### src/hdl/ebd_pkg.sv
// Package for the edge-timed bit destuffing receiver: widths, item types, gap classes.
`default_nettype none
package ebd_pkg;

    localparam int TIME_BITS  = 32;
    localparam int PERIOD_W   = 16;
    localparam int FLAG_W     = 8;
    localparam int COUNT_W    = 10;
    localparam int RUN_W      = 3;
    localparam int THR_W      = PERIOD_W + 3;
    localparam int CMP_W      = (TIME_BITS > THR_W) ? TIME_BITS : THR_W;
    localparam int CFG_ADDR_W = 2;

    localparam logic [CFG_ADDR_W-1:0] REG_BIT_PERIOD = 2'd0;
    localparam logic [CFG_ADDR_W-1:0] REG_FLAG       = 2'd1;
    localparam logic [CFG_ADDR_W-1:0] REG_BIT_LIMIT  = 2'd2;

    localparam logic [PERIOD_W-1:0] PERIOD_RST = 16'd1000;
    localparam logic [FLAG_W-1:0]   FLAG_RST   = 8'h7E;
    localparam logic [COUNT_W-1:0]  LIMIT_RST  = 10'd800;

    localparam logic [RUN_W-1:0]   STUFF_RUN = 3'd5;
    localparam logic [RUN_W-1:0]   RUN_MAX   = 3'd7;
    localparam logic [COUNT_W-1:0] COUNT_MAX = {COUNT_W{1'b1}};
    localparam logic [FLAG_W-1:0]  WIN_RESTART = 8'h01;

    typedef struct packed {
        logic [TIME_BITS-1:0] edge_time;
        logic                 line_level;
    } in_item_t;

    typedef struct packed {
        logic               bit_valid;
        logic               bit_value;
        logic               frame_restart;
        logic               frame_done;
        logic               error_flag;
        logic [COUNT_W-1:0] bits_so_far;
    } out_item_t;

    typedef struct packed {
        logic [THR_W-1:0] t1;
        logic [THR_W-1:0] t3;
        logic [THR_W-1:0] t5;
        logic [THR_W-1:0] tl;
    } thr_t;

    typedef enum logic [1:0] {
        GAP_NONE,
        GAP_SKIP,
        GAP_DATA,
        GAP_LONG
    } gap_t;

    function automatic thr_t thr_calc(input logic [PERIOD_W-1:0] period);
        logic [THR_W-1:0] p;
        thr_t             t;
        p    = {3'b000, period};
        t.t1 = p >> 1;
        t.t3 = (p + (p << 1)) >> 1;
        t.t5 = (p + (p << 2)) >> 1;
        t.tl = t.t1 + (t.t1 << 2);
        return t;
    endfunction

endpackage
`default_nettype wire

### src/hdl/ebd_cfg.sv
// Configuration registers with gap thresholds precomputed on each period write.
`default_nettype none
module ebd_cfg
    import ebd_pkg::*;
(
    input  wire logic                  aclk,
    input  wire logic                  aresetn,
    input  wire logic                  cfg_wr_en,
    input  wire logic [CFG_ADDR_W-1:0] cfg_addr,
    input  wire logic [PERIOD_W-1:0]   cfg_wdata,
    output thr_t                       thr,
    output logic [FLAG_W-1:0]          flag_pattern,
    output logic [COUNT_W-1:0]         bit_limit
);

    thr_t               thr_reg;
    logic [FLAG_W-1:0]  flag_reg;
    logic [COUNT_W-1:0] limit_reg;

    always_ff @(posedge aclk) begin
        if (!aresetn) begin
            thr_reg   <= thr_calc(PERIOD_RST);
            flag_reg  <= FLAG_RST;
            limit_reg <= LIMIT_RST;
        end else if (cfg_wr_en) begin
            unique case (cfg_addr)
                REG_BIT_PERIOD: thr_reg   <= thr_calc(cfg_wdata);
                REG_FLAG:       flag_reg  <= cfg_wdata[FLAG_W-1:0];
                REG_BIT_LIMIT:  limit_reg <= cfg_wdata[COUNT_W-1:0];
                default: ;
            endcase
        end
    end

    assign thr          = thr_reg;
    assign flag_pattern = flag_reg;
    assign bit_limit    = limit_reg;

endmodule
`default_nettype wire

### src/hdl/ebd_gap.sv
// Gap classifier: elapsed time since the last bit against the period thresholds.
`default_nettype none
module ebd_gap
    import ebd_pkg::*;
(
    input  wire logic [TIME_BITS-1:0] now,
    input  wire logic [TIME_BITS-1:0] last_time,
    input  wire thr_t                 thr,
    output gap_t                      gap
);

    logic [TIME_BITS-1:0] dt_raw;
    logic [CMP_W-1:0]     dt;
    logic [CMP_W-1:0]     t1, t3, t5, tl;

    assign dt_raw = now - last_time;
    assign dt     = CMP_W'(dt_raw);
    assign t1     = CMP_W'(thr.t1);
    assign t3     = CMP_W'(thr.t3);
    assign t5     = CMP_W'(thr.t5);
    assign tl     = CMP_W'(thr.tl);

    always_comb begin
        if (dt > t1 && dt < t3) begin
            gap = GAP_SKIP;
        end else if (dt > t3 && dt < t5) begin
            gap = GAP_DATA;
        end else if (dt > tl) begin
            gap = GAP_LONG;
        end else begin
            gap = GAP_NONE;
        end
    end

endmodule
`default_nettype wire

### src/hdl/edge_timed_bit_destuff_receiver.sv
// Top level of the edge-timed bit destuffing receiver: handshake, frame state, result register.
//
// Usage: each input item on s_ is one line edge (timestamp in microseconds, level after
// the edge). Every accepted item gives exactly one result item on m_: the appended data
// bit if any, a restart mark, the sticky done and error flags and the frame bit count.
// Configuration goes through cfg_wr_en/cfg_addr/cfg_wdata (0 bit period, 1 flag pattern,
// 2 frame bit limit); write it only while no item is in flight.
// Path: an accepted item is held in the input register, its result is formed by one pass
// of logic and registered in the result register when it may advance, that is when the
// result register is empty or m_ready is high.
// Throughput: one item per cycle while m_ready is high; the frame state updates in the same
// cycle its result is registered, so each item sees the state left by the previous one.
// When m_ready is low the result register and the input register each hold one item;
// s_ready falls once both are full and rises again in the cycle m_ready returns.
// Reset (aresetn low, synchronous) empties both registers, restores the register defaults
// and the frame state: window and counters zero, awaiting a start flag.
`default_nettype none
module edge_timed_bit_destuff_receiver
    import ebd_pkg::*;
(
    input  wire logic                  aclk,
    input  wire logic                  aresetn,
    input  wire logic                  s_valid,
    output logic                       s_ready,
    input  wire in_item_t              s_data,
    output logic                       m_valid,
    input  wire logic                  m_ready,
    output out_item_t                  m_data,
    input  wire logic                  cfg_wr_en,
    input  wire logic [CFG_ADDR_W-1:0] cfg_addr,
    input  wire logic [PERIOD_W-1:0]   cfg_wdata
);

    thr_t               thr;
    logic [FLAG_W-1:0]  flag_pattern;
    logic [COUNT_W-1:0] bit_limit;
    gap_t               gap;

    logic               in_vld_reg;
    in_item_t           in_reg;
    logic               out_vld_reg;
    out_item_t          out_reg;
    logic               adv;

    logic [TIME_BITS-1:0] last_reg, last_next;
    logic [FLAG_W-1:0]    win_reg, win_next, win_shift;
    logic [RUN_W-1:0]     run_reg, run_next;
    logic [COUNT_W-1:0]   cnt_reg, cnt_next;
    logic                 done_reg, done_next;
    logic                 await_reg, await_next;
    logic                 err_reg, err_next;
    out_item_t            res;
    logic                 dbit;

    ebd_cfg u_cfg (
        .aclk         (aclk),
        .aresetn      (aresetn),
        .cfg_wr_en    (cfg_wr_en),
        .cfg_addr     (cfg_addr),
        .cfg_wdata    (cfg_wdata),
        .thr          (thr),
        .flag_pattern (flag_pattern),
        .bit_limit    (bit_limit)
    );

    ebd_gap u_gap (
        .now       (in_reg.edge_time),
        .last_time (last_reg),
        .thr       (thr),
        .gap       (gap)
    );

    assign adv     = in_vld_reg && (!out_vld_reg || m_ready);
    assign s_ready = !in_vld_reg || adv;
    assign m_valid = out_vld_reg;
    assign m_data  = out_reg;

    assign dbit      = ~in_reg.line_level;
    assign win_shift = {win_reg[FLAG_W-2:0], dbit};

    always_comb begin
        last_next  = last_reg;
        win_next   = win_reg;
        run_next   = run_reg;
        cnt_next   = cnt_reg;
        done_next  = done_reg || (cnt_reg > bit_limit);
        await_next = await_reg;
        err_next   = err_reg;
        res        = '0;

        if (!done_next) begin
            case (gap)
                GAP_DATA: begin
                    win_next  = win_shift;
                    last_next = in_reg.edge_time;
                    if (run_reg == STUFF_RUN && dbit) begin
                        run_next = '0;
                    end else begin
                        res.bit_valid = 1'b1;
                        res.bit_value = dbit;
                        if (cnt_reg != COUNT_MAX) begin
                            cnt_next = cnt_reg + 1'b1;
                        end
                        if (win_shift == flag_pattern) begin
                            if (await_reg) begin
                                await_next = 1'b0;
                            end else begin
                                done_next  = 1'b1;
                                await_next = 1'b1;
                            end
                        end
                        if (!dbit) begin
                            if (run_reg != RUN_MAX) begin
                                run_next = run_reg + 1'b1;
                            end
                        end else begin
                            run_next = '0;
                        end
                    end
                end
                GAP_LONG: begin
                    if (dbit) begin
                        last_next         = in_reg.edge_time;
                        await_next        = 1'b1;
                        win_next          = WIN_RESTART;
                        res.bit_valid     = 1'b1;
                        res.bit_value     = 1'b1;
                        res.frame_restart = 1'b1;
                    end else begin
                        err_next = 1'b1;
                    end
                end
                default: ;
            endcase
        end

        res.frame_done  = done_next;
        res.error_flag  = err_next;
        res.bits_so_far = cnt_next;
    end

    always_ff @(posedge aclk) begin
        if (!aresetn) begin
            in_vld_reg  <= 1'b0;
            out_vld_reg <= 1'b0;
            last_reg    <= '0;
            win_reg     <= '0;
            run_reg     <= '0;
            cnt_reg     <= '0;
            done_reg    <= 1'b0;
            await_reg   <= 1'b1;
            err_reg     <= 1'b0;
        end else begin
            if (s_valid && s_ready) begin
                in_vld_reg <= 1'b1;
                in_reg     <= s_data;
            end else if (adv) begin
                in_vld_reg <= 1'b0;
            end
            if (adv) begin
                out_vld_reg <= 1'b1;
                out_reg     <= res;
                last_reg    <= last_next;
                win_reg     <= win_next;
                run_reg     <= run_next;
                cnt_reg     <= cnt_next;
                done_reg    <= done_next;
                await_reg   <= await_next;
                err_reg     <= err_next;
            end else if (m_ready) begin
                out_vld_reg <= 1'b0;
            end
        end
    end

endmodule
`default_nettype wire

### config.mk
export PLATFORM = sky130hd
export DESIGN_NAME = edge_timed_bit_destuff_receiver
export DESIGN_NICKNAME = d
export VERILOG_FILES = /design/src/hdl/ebd_pkg.sv /design/src/hdl/ebd_cfg.sv /design/src/hdl/ebd_gap.sv /design/src/hdl/edge_timed_bit_destuff_receiver.sv
export SDC_FILE = /design/constraint.sdc
export NUM_CORES = 1
export LEC_CHECK = 0
export ABC_AREA = 1
export BUFFER_PORTS_ARGS = -buffer_cell sky130_fd_sc_hd__buf_2
export CAP_MARGIN = 20
export CORE_UTILIZATION = 55
export DETAILED_ROUTE_END_ITERATION = 12
export PLACE_DENSITY = 0.76
export SLEW_MARGIN = 10
export SYNTH_ARGS = -nofsm -noshare
export SYNTH_HDL_FRONTEND = slang
export SYNTH_SLANG_ARGS = --single-unit
### constraint.sdc
create_clock -name aclk -period 3.8 [get_ports aclk]
set_input_delay 0.76 -clock aclk [delete_from_list [all_inputs] [get_ports aclk]]
set_output_delay 0.76 -clock aclk [all_outputs]
set_load 0.05 [all_outputs]
==> results of run 1 <==
## per-layer routing
| layer | up-vias | track usage |
|---|---|---|
| li1 | 6673 | - |
| met1 | 6024 | 0.401 |
| met2 | 446 | 0.498 |
| met3 | 79 | 0.0373 |
| met4 | 0 | 0.100 |
| met5 | - | 0 |
## report_power, final
part | internal, uW | switching (uW) | total (uW)
Combinational | 747 | 1110 | 1860
Sequential | 2150 | 55.3 | 2210
Clock | 954 | 934 | 1890
Total | 3850 | 2100 | 5950
## metrics by stage
stage | area (um2) | std cells | hold slack, ns | setup slack, ns | TNS, ns
5_1_grt | 16600 | 2500 | 0.469 | -0.506 | -29.46
2_1_floorplan | 13400 | 1989 | 0.435 | 0.160 | 0
3_3_place_gp | 14700 | 2429 | 0.453 | -0.338 | -17.87
3_5_place_dp | 14700 | 2429 | 0.461 | -0.375 | -19.58
6_report | 16600 | 2500 | 0.475 | -0.279 | -12.98
4_1_cts | 16100 | 2485 | 0.471 | -0.0825 | -2.64
## final cells by class
type / instances / area share
Clock buffer: 19 / 0.0279
Clock inverter: 13 / 0.00971
Inverter: 401 / 0.0908
Multi-Input combinational cell: 1360 / 0.502
Sequential cell: 188 / 0.255
Tap cell: 319 / 0.0240
Timing Repair Buffer: 200 / 0.0906
## placed cells by master, fill, tap and decap left out, types with 23 or more instances in the layout
cell / n
nand4_1: 23
nor2_1: 142
nor2_2: 24
dfxtp_1: 140
inv_1: 385
ha_1: 120
o211ai_1: 31
nand3_1: 69
buf_4: 109
a21oi_1: 146
o21ai_0: 82
nand2_1: 492
buf_2: 72
edfxtp_1: 48
nand2_2: 34
xor2_1: 28
## synth_stat cells (6+ instances only)
cell type	instances	area, um2
a21oi_1	158	791
a31oi_1	7	43.8
and2_1	8	50.1
buf_6	6	67.6
clkbuf_1	29	109
dfxtp_1	140	2800
edfxtp_1	48	1440
ha_1	138	1730
inv_1	390	1460
inv_2	7	26.3
nand2_1	532	2000
nand3_1	81	405
nand4_1	23	144
nor2_1	176	661
nor3_1	13	65.1
nor4_1	6	37.5
o211ai_1	31	233
o21a_1	6	45.0
o21ai_0	84	420
o21bai_1	6	45.0
xnor2_1	7	61.3
xor2_1	37	324
## worst min path at each step
stage                                    start                               to  slack (ns)  depth (start not counted)
6_report            u_cfg.thr[20]$_SDFFE_PN0P_       u_cfg.thr[20]$_SDFFE_PN0P_        0.47                          2
5_1_grt                              s_data[5]              in_reg[5]$_DFFE_PP_        0.47                          1
4_1_cts             u_cfg.thr[67]$_SDFFE_PN0P_       u_cfg.thr[67]$_SDFFE_PN0P_        0.47                          2
3_5_place_dp        u_cfg.thr[67]$_SDFFE_PN0P_       u_cfg.thr[67]$_SDFFE_PN0P_        0.46                          2
3_3_place_gp        u_cfg.thr[67]$_SDFFE_PN0P_       u_cfg.thr[67]$_SDFFE_PN0P_        0.45                          2
2_1_floorplan  u_cfg.bit_limit[6]$_SDFFE_PN0P_  u_cfg.bit_limit[6]$_SDFFE_PN0P_        0.44                          2
## cells by family after synthesis
group | after synthesis | synth area share
and+or+nand+nor | 862 | 0.265
adders and majority gates | 142 | 0.135
DFF | 188 | 0.316
buffers and inverters | 442 | 0.127
AOI/OAI and AO/OA | 311 | 0.129
xor gates and xnor gates | 44 | 0.0287
## critical path, delay by kind of cell (launching register included)
family,cells,cell delay (ns)
and+or+nand+nor,18,1.70
buffers and inverters,6,0.68
adders and majority gates,2,0.54
AOI/OAI and AO/OA,3,0.44
DFF,1,0.43
xor gates and xnor gates,1,0.21
## timing repair
action / 4_1_cts / 5_1_grt
hold buffers: 0 / 0
buffers inserted: 19 / 17
endpoints found under the setup margin: 69 / 70
cloned: 5 / 1
resized for setup: 97 / 99
pin swaps: 50 / 63
==> results.yml, run 1 <==
status:
  status: "complete, but fails checks"
  violations: "negative setup slack"
setup_path:
  slowest_delay_ns: 0.43
  startpoint_type: "flop"
  crit_top_cell: "nand2_1"
  crit_path_start: "in_reg[3]$_DFFE_PP_"
  r2r-start: "in_reg[3]$_DFFE_PP_"
  endpoint_kind: "flop"
  critical_path_arrival_ns: 4.47
  r2r_setup_slack_ns: -0.28
  r2r_end: "last_reg[12]$_SDFFE_PN0P_"
  required_ns: 4.19
  worstSetupEndpoint: "last_reg[12]$_SDFFE_PN0P_"
  worstRegToRegCells: 30
  critPathSlowestCell: "edfxtp_1"
  crit_fanout: 5
  critPathKind: "flop to flop"
clocking:
  clk_latency_ns: 0.45
  cts_tree: "yes"
  clockBufferDepth: 2
  cts_made_buffers: 17
  htreeDepth: 4
  cts_root_buffer: "clkbuf_16"
  clk_pin_slew_ns: 0.08
  clock-sinks: 188
placed_design:
  gp_congestion: 0.962
  post-dp-hpwl_um: 26400
  port_buffers: 72
layout:
  utilization: 0.702
  post_route_cells_drive_above_1_share: 0.182
  largest_register_ffs: 65
  n_antenna_cell: 0
  multi_input_area_um2: 8340
  seqCellArea_um2: 4240
  synthToLayoutAreaGrowth_pct: 23.8
  num-fill-cells: 1959
  layout.nets: 2366
logic_synthesis:
  netlist_area_um2: 13400
  synth-main-ff-cell: "dfxtp_1"
  synth_warnings: 0
  synth_cell_types: 47
  synth_fp_nets: 2187
  synth_seq_cells: 188
  synthCells: 1989
  synth-edff-count: 48
  async_flop_share: 0
  syn_area_per_cell_um2: 6.75
  ys_seq_area_frac: 0.316
die:
  rows: 56
  die_width_um: 158
  initial_core_util: 0.567
  die_area_um2: 25000
  coreArea_um2: 23700
  chipHeight_um: 158
  io-pin-count: 73
sta:
  max-slew-margin-rel: 0.590
  worst_slew_pin_slew_ns: 0.615
  rsz0062_at_grt: "true"
  finalHoldViolCount: 0
  post-route-period-util: 1.07
  slew_viol_final: 0
  fmax_ghz: 0.245
  fin_skew_ns: 0.0157
  setup_slack_ns: -0.279
  finalSetupViolCount: 68
  post-route-min-period_ns: 4.08
power:
  p_per_area_nw_per_um2: 358
  p_total_uw: 5950
  power_leakage_uw: 0.00847
  ir_drop_mv: 0.294
detailed_routing:
  drtPass1Iterations: 5
  dr.max_layer_used: "met4"
  wl_per_cell_um: 15.2
  vias_per_cell: 5.29
  vias: 13222
  drcViolationCount: 0
  drt_iter0_drc: 1004
  ant_nets: 0
  wl_met3_um: 2240
  met1_length_um: 17000
  drt-total-wl_um: 37900
  dr_wl_met2_um: 17500
grt:
  grt_pass1_wl_um: 58700
  grt_max_degree: 76
  grt_util_all_layers: 0.300
  antenna_found_initial: 0
  grt_overflow: 0
  first_global_vias: 12065
flow_run:
  max_cap_viol_count: 0
min_path:
  hold_path.class: "flop to flop"
Note: power is estimated with default switching activity, not from simulation.
==> run 2, diff against run 1 <==
--- a/config.mk
+++ b/config.mk
@@ -9,6 +9,7 @@
 export BUFFER_PORTS_ARGS = -buffer_cell sky130_fd_sc_hd__buf_2
 export CAP_MARGIN = 20
 export CORE_UTILIZATION = 55
+export CTS_BUF_LIST = sky130_fd_sc_hd__clkbuf_4
 export DETAILED_ROUTE_END_ITERATION = 12
 export PLACE_DENSITY = 0.76
 export SLEW_MARGIN = 10
==> run 2 against run 1 <==
  * The run still ends with negative setup slack left
  * Clock-buffer cell count decreased by 2
  * First-iteration DRC count fell by 3.4%
  * Non-clock buffer count decreased by 4
  * Core utilization decreased by 2.2 points
  * Critical path depth decreased by 6
  * Fmax rose by 1.8%
  * Setup slack better by 0.073 ns
  * Combinational power shrank 4%
  * Register-to-register slack gained 0.07 ns
  * Final area decreased by 3.1%
  * Die area stayed put
  * Critical path type unchanged
  * Largest cell class unchanged
  * Highest routed layer unchanged
==> results.yml, run 2 (synthesis results as in run 1) <==
status:
  status: "complete, but fails checks"
  violations: "negative setup slack"
layout:
  num-fill-cells: 2092
  utilization: 0.680
  multi_input_area_um2: 8170
  layout.nets: 2361
  largest_register_ffs: 65
  synthToLayoutAreaGrowth_pct: 20.0
  final_cell_mix: "472 x nand2_1, 387 x inv_1, 155 x nor2_1"
  stdcell_count: 2496
  seqCellArea_um2: 4240
  final_common_cell: "nand2_1"
  post_route_cells_drive_above_1_share: 0.179
power:
  ir_drop_mv: 0.206
  p_comb_frac: 0.340
  p_per_area_nw_per_um2: 324
  p_int_uw: 3240
  p_total_uw: 5220
  pwr-share-clk: 0.237
  power_switching_uw: 1970
  power_leakage_uw: 0.00829
  sw_frac_of_total: 0.378
  power_frac_seq: 0.423
die:
  chipHeight_um: 158
  initial_core_util: 0.567
  io-pin-count: 73
  rows: 56
  die_area_um2: 25000
  coreArea_um2: 23700
  die_width_um: 158
detailed_routing:
  vias_per_cell: 5.21
  wl_per_cell_um: 14.7
  dr.max_layer_used: "met4"
  vias: 12997
  dr_wl_met2_um: 16900
  met1_length_um: 16600
  wl_met3_um: 2460
  drt_iter0_drc: 970
  drcViolationCount: 0
  drt-total-wl_um: 36700
  ant_nets: 0
  drtPass1Iterations: 6
grt:
  grt_util_all_layers: 0.290
  grt_overflow: 0
  grt_max_degree: 76
  grt_pass1_wl_um: 56700
  antenna_found_initial: 1
  first_global_vias: 11769
setup_path:
  critical_path_arrival_ns: 4.57
  critPathKind: "flop to flop"
  crit_fanout: 7
  endpoint_kind: "flop"
  required_ns: 4.36
  r2r_setup_slack_ns: -0.21
  startpoint_type: "flop"
sta:
  slew_viol_final: 0
  fin_tns_setup_ns: -8.26
  worst_slew_pin_slew_ns: 0.592
  finalHoldViolCount: 0
  rsz0062_at_grt: "true"
  fmax_ghz: 0.250
  post-route-min-period_ns: 4.01
  max-slew-margin-rel: 0.605
  finalSetupViolCount: 60
  fin_skew_ns: 0.0328
  post-route-period-util: 1.05
  setup_slack_ns: -0.206
placed_design:
  dp_cells: 2429
  gp_congestion: 0.962
  port_buffers: 72
  post-dp-hpwl_um: 26400
  place_ws_ns: -0.375
clocking:
  clk_pin_slew_ns: 0.19
  clockBufferDepth: 2
  cts_root_buffer: "clkbuf_4"
  clock-sinks: 188
  clk_latency_ns: 0.63
  cts_hold_buf: 0
  htreeDepth: 4
  cts_tree: "yes"
  cts_made_buffers: 17
min_path:
  hold_path.class: "input port to flop"
flow_run:
  max_cap_viol_count: 0
## run 2: changes by cell type in the layout (fill, tap and decap cells not counted), sizes merged
cell,before,now
nor2,185,184
clkinv,9,8
clkbuf,20,21
buf,199,192
bufinv,0,1
inv,405,407
diode,0,1
## run 2: cell type report
class,count,share of cell area
Sequential cell,188,0.263
Timing Repair Buffer,196,0.0907
Antenna cell,1,0.000155
Tap cell,319,0.0248
Clock buffer,17,0.00792
Inverter,401,0.0936
Multi-Input combinational cell,1359,0.507
Clock inverter,15,0.0121
## run 2: power by group through the flow
stage / clock (uW) / sequential, uW / combinational [uW]
2_1_floorplan: 0 / 2250 / 1040
3_3_place_gp: 0 / 2240 / 1510
3_5_place_dp: 0 / 2240 / 1550
4_1_cts: 1250 / 2200 / 1640
5_1_grt: 1330 / 2220 / 1990
6_report: 1240 / 2200 / 1780
## run 2: per-layer routing
metal,vias to the layer above,global-route usage
li1,6656,-
met4,0,0.0815
met5,-,0
met1,5863,0.389
met3,71,0.0444
met2,407,0.482
## run 2: final timing paths
check / endpoint / depth (start not counted) / start
worst max-delay path: win_reg[6]$_SDFFE_PN0P_ / 24 / in_reg[1]$_DFFE_PP_
worst min-delay path: in_reg[21]$_DFFE_PP_ / 1 / s_data[21]
worst max register to register: win_reg[6]$_SDFFE_PN0P_ / 24 / in_reg[1]$_DFFE_PP_
worst min register to register: u_cfg.thr[67]$_SDFFE_PN0P_ / 2 / u_cfg.thr[67]$_SDFFE_PN0P_
## run 2: worst max-delay path, stage by stage, from the launching register on
cell,delay [ns]
edfxtp_1,0.41
inv_2,0.09
ha_4,0.14
inv_4,0.04
fa_2,0.40
nand2_2,0.08
nand2_2,0.08
nand3_2,0.09
nand2_4,0.07
xor2_1,0.16
buf_4,0.16
buf_4,0.13
ha_1,0.27
nand2_2,0.06
nor4_1,0.32
nand4_1,0.18
nand2_1,0.13
nand3_2,0.14
a21oi_2,0.21
buf_4,0.15
nand2_2,0.08
nor2_4,0.16
buf_6,0.16
nand3_2,0.08
a21oi_2,0.13
## run 2: stage by stage
step	area, um2	hold WS, ns
after global placement	14700	0.453
final	16100	0.290
after floorplan	13400	0.435
after CTS	15500	0.273
after global routing	16100	0.253
after detailed placement	14700	0.461
## run 2: what timing repair did
action | in CTS | in global routing
endpoints found under the setup margin | 69 | 70
cloned | 2 | 4
setup buffers | 13 | 16
pin swaps | 20 | 42
gates resized for setup | 73 | 102
